==> src/sv/pftr_pkg.sv <==
// ----------------------------------------------------------------------------
// pftr_pkg
// Shared types and constants for the camera pixel to RGB888 converter.
// ----------------------------------------------------------------------------
package pftr_pkg;

  // source pixel formats
  typedef enum logic [2:0] {
    FMT_YUYV   = 3'd0,
    FMT_UYVY   = 3'd1,
    FMT_YVYU   = 3'd2,
    FMT_NV12   = 3'd3,
    FMT_NV21   = 3'd4,
    FMT_RGB565 = 3'd5
  } pix_fmt_e;

  // configuration register indexes
  localparam logic REG_PIXEL_FORMAT = 1'b0;
  localparam logic REG_SWAP_CHROMA  = 1'b1;

  // bt.601 full-range coefficients, 18-bit signed fixed point with 16 fraction bits (Q2.16)
  localparam logic signed [17:0] COEF_RV = 18'sd91881;
  localparam logic signed [17:0] COEF_GU = 18'sd22554;
  localparam logic signed [17:0] COEF_GV = 18'sd46802;
  localparam logic signed [17:0] COEF_BU = 18'sd116130;

  localparam int unsigned FRAC_BITS = 16;

  // one input pixel request
  typedef struct packed {
    logic [7:0] byte_a;
    logic [7:0] byte_b;
    logic [7:0] byte_c;
    logic [7:0] byte_d;
    logic       odd_column;
  } pix_in_t;

  // one converted pixel
  typedef struct packed {
    logic [7:0] red;
    logic [7:0] green;
    logic [7:0] blue;
  } rgb_out_t;

endpackage

==> src/sv/pftr_conv.sv <==
// ----------------------------------------------------------------------------
// pftr_conv
// Combinational format decode and BT.601 conversion (or RGB565 expansion) of one pixel.
// ----------------------------------------------------------------------------
module pftr_conv (
  input  pftr_pkg::pix_in_t  pix_i,
  input  logic [2:0]         fmt_i,
  input  logic               swap_i,
  output pftr_pkg::rgb_out_t rgb_o
);
  import pftr_pkg::*;

  logic [7:0]        y_byte;
  logic [7:0]        u_byte;
  logic [7:0]        v_byte;
  logic signed [7:0] u_s;
  logic signed [7:0] v_s;
  logic signed [25:0] prod_rv;
  logic signed [25:0] prod_gu;
  logic signed [25:0] prod_gv;
  logic signed [25:0] prod_bu;
  logic signed [10:0] y_s;
  logic signed [10:0] r_sum;
  logic signed [10:0] g_sum;
  logic signed [10:0] b_sum;
  logic [4:0]        r5;
  logic [5:0]        g6;
  logic [4:0]        b5;

  // pick luma and chroma bytes for the yuv formats
  always_comb begin
    y_byte = pix_i.byte_a;
    u_byte = pix_i.byte_b;
    v_byte = pix_i.byte_c;
    case (fmt_i)
      FMT_YUYV: begin
        y_byte = pix_i.odd_column ? pix_i.byte_c : pix_i.byte_a;
        u_byte = pix_i.byte_b;
        v_byte = pix_i.byte_d;
      end
      FMT_UYVY: begin
        y_byte = pix_i.odd_column ? pix_i.byte_d : pix_i.byte_b;
        u_byte = pix_i.byte_a;
        v_byte = pix_i.byte_c;
      end
      FMT_YVYU: begin
        y_byte = pix_i.odd_column ? pix_i.byte_c : pix_i.byte_a;
        u_byte = pix_i.byte_d;
        v_byte = pix_i.byte_b;
      end
      FMT_NV12: begin
        u_byte = pix_i.byte_b;
        v_byte = pix_i.byte_c;
      end
      FMT_NV21: begin
        u_byte = pix_i.byte_c;
        v_byte = pix_i.byte_b;
      end
      default: begin
        y_byte = pix_i.byte_a;
      end
    endcase
  end

  // remove chroma offset (flip msb) and apply optional swap
  assign u_s = swap_i ? $signed(v_byte ^ 8'h80) : $signed(u_byte ^ 8'h80);
  assign v_s = swap_i ? $signed(u_byte ^ 8'h80) : $signed(v_byte ^ 8'h80);

  // constant coefficient products
  assign prod_rv = COEF_RV * v_s;
  assign prod_gu = COEF_GU * u_s;
  assign prod_gv = COEF_GV * v_s;
  assign prod_bu = COEF_BU * u_s;

  // floor by arithmetic shift: upper bits of each product
  assign y_s   = $signed({3'b000, y_byte});
  assign r_sum = y_s + 11'($signed(prod_rv[25:FRAC_BITS]));
  assign g_sum = y_s - 11'($signed(prod_gu[25:FRAC_BITS]))
                     - 11'($signed(prod_gv[25:FRAC_BITS]));
  assign b_sum = y_s + 11'($signed(prod_bu[25:FRAC_BITS]));

  // rgb565 fields
  assign r5 = pix_i.byte_b[7:3];
  assign g6 = {pix_i.byte_b[2:0], pix_i.byte_a[7:5]};
  assign b5 = pix_i.byte_a[4:0];

  function automatic logic [7:0] sat8(input logic signed [10:0] v);
    logic [7:0] res;
    if (v < 0) begin
      res = 8'd0;
    end else if (v > 11'sd255) begin
      res = 8'd255;
    end else begin
      res = v[7:0];
    end
    return res;
  endfunction

  // output select
  always_comb begin
    case (fmt_i)
      FMT_YUYV, FMT_UYVY, FMT_YVYU, FMT_NV12, FMT_NV21: begin
        rgb_o.red   = sat8(r_sum);
        rgb_o.green = sat8(g_sum);
        rgb_o.blue  = sat8(b_sum);
      end
      FMT_RGB565: begin
        rgb_o.red   = {r5, r5[4:2]};
        rgb_o.green = {g6, g6[5:4]};
        rgb_o.blue  = {b5, b5[4:2]};
      end
      default: begin
        rgb_o = '0;
      end
    endcase
  end

endmodule

==> src/sv/pixel_format_to_rgb888_top.sv <==
// ----------------------------------------------------------------------------
// pixel_format_to_rgb888_top
// Camera pixel to RGB888 converter with valid/ready streams and APB config.
// ----------------------------------------------------------------------------
// path: an accepted request is held in the input register, then converted into the
// result register
// throughput: one pixel per cycle while out_ready_i is high; conversion is one pass
// of constant multiplies between the input register and the result register
// reset: rst_ni async active low clears both stage valids and the config
// registers (format YUYV, no chroma swap)
module pixel_format_to_rgb888_top (
  input  logic               clk_i,
  input  logic               rst_ni,
  input  logic               in_valid_i,
  output logic               in_ready_o,
  input  pftr_pkg::pix_in_t  in_req_i,
  output logic               out_valid_o,
  input  logic               out_ready_i,
  output pftr_pkg::rgb_out_t out_rsp_o,
  input  logic               psel,
  input  logic               penable,
  input  logic               pwrite,
  input  logic [2:0]         paddr,
  input  logic [31:0]        pwdata,
  output logic [31:0]        prdata,
  output logic               pready
);
  import pftr_pkg::*;

  logic [2:0] fmt_q;
  logic       swap_q;
  logic       cfg_wr;
  logic       s1_valid_q;
  pix_in_t    s1_pix_q;
  logic       s1_ready;
  logic       out_valid_q;
  rgb_out_t   out_rsp_q;
  rgb_out_t   conv_rgb;

  // config register file
  assign pready = 1'b1;
  assign cfg_wr = psel & penable & pwrite;

  always_ff @(posedge clk_i or negedge rst_ni) begin
    if (!rst_ni) begin
      fmt_q  <= FMT_YUYV;
      swap_q <= 1'b0;
    end else if (cfg_wr) begin
      case (paddr[2])
        REG_PIXEL_FORMAT: fmt_q  <= pwdata[2:0];
        REG_SWAP_CHROMA:  swap_q <= pwdata[0];
        default: ;
      endcase
    end
  end

  // config readback
  always_comb begin
    case (paddr[2])
      REG_PIXEL_FORMAT: prdata = {29'd0, fmt_q};
      REG_SWAP_CHROMA:  prdata = {31'd0, swap_q};
      default:          prdata = 32'd0;
    endcase
  end

  // pipeline handshake: each stage advances when the next one frees up
  assign s1_ready   = !out_valid_q || out_ready_i;
  assign in_ready_o = !s1_valid_q || s1_ready;

  // input register
  always_ff @(posedge clk_i or negedge rst_ni) begin
    if (!rst_ni) begin
      s1_valid_q <= 1'b0;
    end else if (in_ready_o) begin
      s1_valid_q <= in_valid_i;
    end
  end

  always_ff @(posedge clk_i) begin
    if (in_valid_i && in_ready_o) begin
      s1_pix_q <= in_req_i;
    end
  end

  // conversion
  pftr_conv u_conv (
    .pix_i  (s1_pix_q),
    .fmt_i  (fmt_q),
    .swap_i (swap_q),
    .rgb_o  (conv_rgb)
  );

  // result register
  always_ff @(posedge clk_i or negedge rst_ni) begin
    if (!rst_ni) begin
      out_valid_q <= 1'b0;
    end else if (s1_ready) begin
      out_valid_q <= s1_valid_q;
    end
  end

  always_ff @(posedge clk_i) begin
    if (s1_valid_q && s1_ready) begin
      out_rsp_q <= conv_rgb;
    end
  end

  assign out_valid_o = out_valid_q;
  assign out_rsp_o   = out_rsp_q;

  // no stall at the input while the output side is taking results
  a_no_bubble_stall: assert property (@(posedge clk_i) disable iff (!rst_ni)
    out_ready_i |-> in_ready_o)
    else $error("input stalled although output is ready");

  // an accepted request lands in the input register
  a_accept_fills_s1: assert property (@(posedge clk_i) disable iff (!rst_ni)
    (in_valid_i && in_ready_o) |=> s1_valid_q)
    else $error("accepted request lost from input register");

  // a new result only ever comes from a filled input register
  a_result_source: assert property (@(posedge clk_i) disable iff (!rst_ni)
    (out_valid_o && !$past(out_valid_o)) |-> $past(s1_valid_q))
    else $error("result appeared without a pending request");

endmodule
==> config.mk <==
export PLATFORM = sky130hd
export DESIGN_NAME = pixel_format_to_rgb888_top
export DESIGN_NICKNAME = d
export VERILOG_FILES = /design/src/sv/pftr_pkg.sv /design/src/sv/pftr_conv.sv /design/src/sv/pixel_format_to_rgb888_top.sv
export SDC_FILE = /design/constraint.sdc
export NUM_CORES = 1
export LEC_CHECK = 0
export BUFFER_PORTS_ARGS = -buffer_cell sky130_fd_sc_hd__buf_2
export CAP_MARGIN = 10
export CORE_MARGIN = 2
export CORE_UTILIZATION = 61
export DETAILED_ROUTE_END_ITERATION = 16
export PLACE_DENSITY = 0.93
export SYNTH_ARGS = -nofsm -noshare
export SYNTH_HDL_FRONTEND = slang
export SYNTH_SLANG_ARGS = --single-unit
==> constraint.sdc <==
create_clock -name clk_i -period 10.2 [get_ports clk_i]
set_clock_uncertainty 0.05 [all_clocks]
set_input_delay 0.51 -clock clk_i [delete_from_list [all_inputs] [get_ports clk_i]]
set_output_delay 0.51 -clock clk_i [all_outputs]
set_load 0.01 [all_outputs]
---- Word-level counts from Yosys, hierarchy flattened ----
Cells that the tools add are included.
cells by class
  bitwise logic cells ..................... 5
  shift-type cells ........................ 0
  mux-type cells .......................... 15
  magnitude comparators ................... 6
  multipliers ............................. 4
  equal/unequal tests ..................... 5
  div/mod/pow operators ................... 0
  reduce and logical (&&, ||, !) cells .... 12
  add/subtract/negate cells ............... 4
operators by type and width
  operator                                                      number
  two-way mux 8 bit                                             10
  case mux 32 bit (2 select lines)                              1
  case mux 24 bit (2 select lines)                              1
  > comparator 11 x 9 -> 1 bit (second input constant)          3
  less-than comparator 11 x 1 -> 1 bit (second input constant)  3
  case mux 8 bit (2 select lines)                               2
  multiplier 18 x 8 -> 26 bit (first input constant)            1
  multiplier 17 x 8 -> 25 bit (first input constant)            1
  multiplier 16 x 8 -> 24 bit (first input constant)            1
  case mux 8 bit (3 select lines)                               1
  multiplier 15 x 8 -> 23 bit (first input constant)            1
  adder 9 x 10 -> 11 bit                                        2
  subtractor 10 x 9 -> 11 bit                                   1
  subtractor 9 x 8 -> 10 bit                                    1
  equality test 3 x 2 -> 1 bit (second input constant)          2
  equality test 3 bit (second input constant)                   2
  OR reduction 5 bit                                            1
  AND reduction 2 bit                                           2
  OR reduction 2 bit                                            2
  equality test 3 x 1 -> 1 bit (second input constant)          1
  logical NOT 3 bit                                             1
  inverter 1 bit                                                3
  AND 1 bit                                                     2
  logical AND 1 bit                                             2
  other kinds (2)                                               4
word-level totals
  output and inout port bits .............. 59
  input bits .............................. 75
  memories kept ........................... 0
  latch bits .............................. 0
  memory bits (writable) .................. 0
  flip-flop bits (word level) ............. 63
  memory bits (read-only) ................. 0

---- Longest topological paths before layout ----
  depth in word-level cells ............... 12
  depth in mapped cells ................... 36

---- Cells and area by module ----
Synthesis repeated with hierarchy kept, for this count alone.
unflattened totals
  cells, all modules ...................... 1243
  area, all modules ....................... 11671.2 um2
modules (own cells, without submodules)
  module                      area each (um2)  cells an instance  times used
  pftr_conv                   9422.8           1133               1
  pixel_format_to_rgb888_top  2248.4           110                1

---- Worst setup path after synthesis ----
No wires, ideal clock.
  path type ............................... register -> register
  start ................................... register fmt_q[1]
  end ..................................... register out_rsp_q, in the netlist out_rsp_o[12], data pin
  buffers on the path ..................... 3
  arrival time ............................ 8105 ps
  setup time .............................. 180 ps
  cell stages (with the launch flop) ...... 34
  required time ........................... 9970 ps
  setup slack ............................. 1865 ps
  path through ............................ dfrtp_1 -> buf_4 -> buf_6 -> clkbuf_1 -> mux2i_1 -> o21ai_0 -> a222oi_1 -> nand2b_1 -> o21ai_0 -> fa_1 -> fa_1 -> fa_1 -> inv_1 -> fa_1 -> inv_1 -> ha_1 -> o2111ai_1 -> or2_2 -> o22a_1 -> nand2_1 -> a21oi_1 -> xnor2_1 -> fa_1 -> inv_1 -> ha_1 -> nor2b_1 -> o21ai_0 -> a21boi_0 -> o21ai_0 -> a21oi_1 -> a211oi_1 -> a311oi_1 -> inv_1 -> o311ai_1
RTL lines
  item                    line                               RTL
  start, declared         pixel_format_to_rgb888_top.sv:30   logic [2:0] fmt_q;
  start signal, assigned  pixel_format_to_rgb888_top.sv:50   REG_PIXEL_FORMAT: fmt_q <= pwdata[2:0];
  end signal, assigned    pixel_format_to_rgb888_top.sv:104  out_rsp_q <= conv_rgb;
  end, declared           pixel_format_to_rgb888_top.sv:37   rgb_out_t out_rsp_q;

==> impl_summary.txt <==
----------------------------------------------------
[Timing]
  Final-layout setup total negative slack ... 0 ns
  Number of max-slew violations in the final report ... 0
  Number of failing setup endpoints in the final timing report ... 0
  Final worst path period need ... about 10 ns
  Pin slew with the least headroom to its limit ... ~1.2 ns
  FMAX ... 102 MHz
  Worst-case headroom to the max-slew limit ... 18.7%
  Worst slack on hold paths ... about 0.28 ns
  RSZ-0062 raised after global routing ... no
  Hold Vio Cnt, Final ... 0
  Final period util ... 95.7%

[Place]
  PortBufs ... 72
  DP HPWL ... between 20000 and 25000 µm
  Final weighted congestion in routability-driven placement ... 0.959

[Clock network]
  Clock sink count ... 63
  Total number of H-tree levels ... 3
  Num CTS Buffers ... 9
  Clock-pin transition on the worst setup and hold timing paths ... 0.06 ns
  Worst skew pair latency ... 0.35 ns
  TritonCTS clock tree ... done
  Number of buffers between clock root and the deepest sink ... 2
  Root buffer cell ... sky130_fd_sc_hd__clkbuf_16
  Post-CTS repair timing setup buffer count ... 0

[Die]
  Die Y-Extent ... between 100 and 150 µm
  Core region area ... ~18000 µm²
  Num ports ... 134
  DIE AREA ... a little under 20000 µm²
  Row count ... 49
  Effective utilization at floorplan ... about 62%
  Chip width ... 139 µm

[Run]
  Number of max-cap violations ... 0

[Global route]
  GRT Total Usage ... 29.2%
  Antenna violations before repair ... 0
  Maximum number of pins on one net before global-route repair ... 34
  Vias in the first global route ... 9377
  GR Overflow Total ... 0
  First-pass GRT wire length ... between 40000 and 50000 µm

[Finish]
  Fillers ... 1270
  Nets ... approximately 1600
  Number of diodes added for antenna fixing ... 0
  Area growth, synth to finish ... 7.73%
  Layout cells sized above 1 ... 10.5%

[Synthesis]
  Average size of a mapped cell ... around 9.5 µm²
  Number of synthesized register bits ... 63
  Top_reg_cell synth ... sky130_fd_sc_hd__edfxtp_1
  Netlist area before placement ... 11200 µm²
  Count of flip-flops with a built-in enable after synthesis ... 57
  Synthesis warning total ... 0
  Fraction of synthesis flops using an asynchronous set or reset pin ... under 10%
  Portion of the post-synthesis area used by sequential elements ... ~17%
  Number of distinct library cell variants in the gate-level netlist after synthesis ... between 90 and 100
  Cell count after synthesis ... 1175

[Drt]
  Post-DR vias/cell ... 6.18
  Routed wirelength normalized by instance count ... around 19 µm
  Total via count in the routed design ... between 9000 and 10000
  Drc violations ... 0
  Violation count after the first detailed-route iteration ... ~900
  Post-Route WL ... 28100 µm
  Antenna Nets Post-Route ... 0
  Drt pass-1 iters ... 11

[Setup path]
  Most common cell on crit path ... sky130_fd_sc_hd__inv_1
  Startpoint-to-endpoint class of the critical path ... reg2reg
  Largest stage delay on the critical path ... 0.69 ns
  Arrival @ worst endpoint ... 9.88 ns
  Crit-path max FO ... 16
  Startpoint types ... flip-flop
  Required arrival time at the worst endpoint ... just over 10 ns
  CP max stage cell ... sky130_fd_sc_hd__dfrtp_1
  Launch point of the worst path ... fmt_q[0]
  Source of the worst register-to-register timing path ... fmt_q[0]
  Crit. End Element ... flip-flop

[Run status]
  Run status ... completed

[Hold path]
  Hold Crit Class ... in2reg
  Startpoint of the worst hold path ... in_req_i[9]

----------------------------------------------------
==> Yosys cell counts, types with 11 or more instances <==
| master | count | area, µm² |
|---|---|---|
| sky130_fd_sc_hd__a21oi_1 | 56 | 280 |
| sky130_fd_sc_hd__o211ai_1 | 11 | 82.6 |
| sky130_fd_sc_hd__buf_4 | 32 | 240 |
| sky130_fd_sc_hd__clkbuf_1 | 11 | 41.3 |
| sky130_fd_sc_hd__nand3_1 | 13 | 65.1 |
| sky130_fd_sc_hd__nor2_1 | 44 | 165 |
| sky130_fd_sc_hd__nand2_1 | 49 | 184 |
| sky130_fd_sc_hd__ha_1 | 210 | 2630 |
| sky130_fd_sc_hd__a31oi_1 | 11 | 68.8 |
| sky130_fd_sc_hd__o21a_1 | 11 | 82.6 |
| sky130_fd_sc_hd__inv_1 | 239 | 897 |
| sky130_fd_sc_hd__edfxtp_1 | 57 | 1710 |
| sky130_fd_sc_hd__nor2b_1 | 14 | 87.6 |
| sky130_fd_sc_hd__xnor2_1 | 27 | 236 |
| sky130_fd_sc_hd__a21o_1 | 20 | 150 |
| sky130_fd_sc_hd__fa_1 | 102 | 2040 |
| sky130_fd_sc_hd__nand2b_1 | 16 | 100 |
| sky130_fd_sc_hd__xor2_1 | 13 | 114 |
| sky130_fd_sc_hd__o21ai_0 | 33 | 165 |
==> logic make-up (layout without fill, tap and decap cells) <==
kind of cell | count (synthesis) | count (layout) | synth area share (%)
simple gates | 195 | 195 | 9.19
xor+xnor | 41 | 41 | 3.28
buf+inv | 288 | 341 | 10.9
fa+ha+maj | 313 | 313 | 41.9
other cells | 2 | 30 | 0.0672
flops | 63 | 63 | 16.7
compound gates | 256 | 256 | 16.3
mux | 17 | 17 | 1.62
==> worst paths after layout <==
kind,to,slack [ns],cells past startpoint
setup / recovery,out_rsp_o[12],0.44,33
hold / removal,s1_pix_q[9],0.28,1
setup reg to reg,out_rsp_o[12],0.44,33
hold reg to reg,out_valid_o,0.45,1
max in group asynchronous,fmt_q[2],9.48,2
min in group asynchronous,fmt_q[0],0.46,2
==> placed cells by master, fill, tap and decap left out, types with 11 or more instances in the layout <==
| cell | n |
|---|---|
| sky130_fd_sc_hd__fa_1 | 102 |
| sky130_fd_sc_hd__xnor2_1 | 27 |
| sky130_fd_sc_hd__a21o_1 | 20 |
| sky130_fd_sc_hd__o21a_1 | 11 |
| sky130_fd_sc_hd__nor2b_1 | 14 |
| sky130_fd_sc_hd__nor2_1 | 44 |
| sky130_fd_sc_hd__a21oi_1 | 56 |
| sky130_fd_sc_hd__o211ai_1 | 11 |
| sky130_fd_sc_hd__o21ai_0 | 33 |
| sky130_fd_sc_hd__buf_4 | 12 |
| sky130_fd_sc_hd__ha_1 | 210 |
| sky130_fd_sc_hd__nand2b_1 | 16 |
| sky130_fd_sc_hd__nand2_1 | 49 |
| sky130_fd_sc_hd__conb_1 | 30 |
| sky130_fd_sc_hd__a31oi_1 | 11 |
| sky130_fd_sc_hd__buf_2 | 72 |
| sky130_fd_sc_hd__nand3_1 | 13 |
| sky130_fd_sc_hd__inv_1 | 239 |
| sky130_fd_sc_hd__xor2_1 | 13 |
| sky130_fd_sc_hd__edfxtp_1 | 57 |
==> stage by stage <==
stage	area (µm²)	setup WS [ns]	util (%)	cells
final	12000	0.442	67.0	1485
after CTS	12000	0.630	67.0	1485
after global routing	12000	0.0332	67.0	1485
after global placement	11700	1.02	65.1	1468
after floorplan	11300	1.86	-	1203
after detailed placement	11700	0.781	65.1	1468
==> sequential cells by signal, summed over array words and instances, names as in the netlist <==
name         count
fmt_q            3
s1_valid_q       1
out_valid_o      1
s1_pix_q        33
out_rsp_o       24
swap_q           1
==> worst max-delay path, delay by kind of cell (launching register included) <==
family / cells / cell delay (ns)
AO/OA/AOI/OAI: 14 / 3.30
adder cells (fa/ha/maj): 7 / 3.20
AND/OR/NAND/NOR: 6 / 1.47
buffers and inverters: 5 / 0.70
flip-flops: 1 / 0.69
XOR/XNOR: 1 / 0.15
==> final cells by class <==
cell class	count	area, µm²	share of cell area [%]
Clock inverter	6	90.1	0.749
Tap cell	229	287	2.38
Inverter	240	901	7.49
Clock buffer	10	239	1.99
Multi-Input combinational cell	852	8190	68.1
Sequential cell	63	1860	15.5
Timing Repair Buffer	85	460	3.83
==> per-layer routing <==
metal	share of wire, %	GRT usage, %	up-vias
met3	8.3	4.16	147
met2	47	49.8	530
met4	6.1	15.5	0
met5	0	0	-
met1	38	36.1	4337
li1	-	-	4165
==> repair_timing <==
item,4_1_cts,5_1_grt
setup endpoints to repair,0,3
hold buffers,1,0
gates resized for setup,0,1
endpoints found under the hold margin,6,0
Power is left out: the tool's default activity adds up to more than one toggle a clock period on the data nets, which glitch-free logic cannot reach.
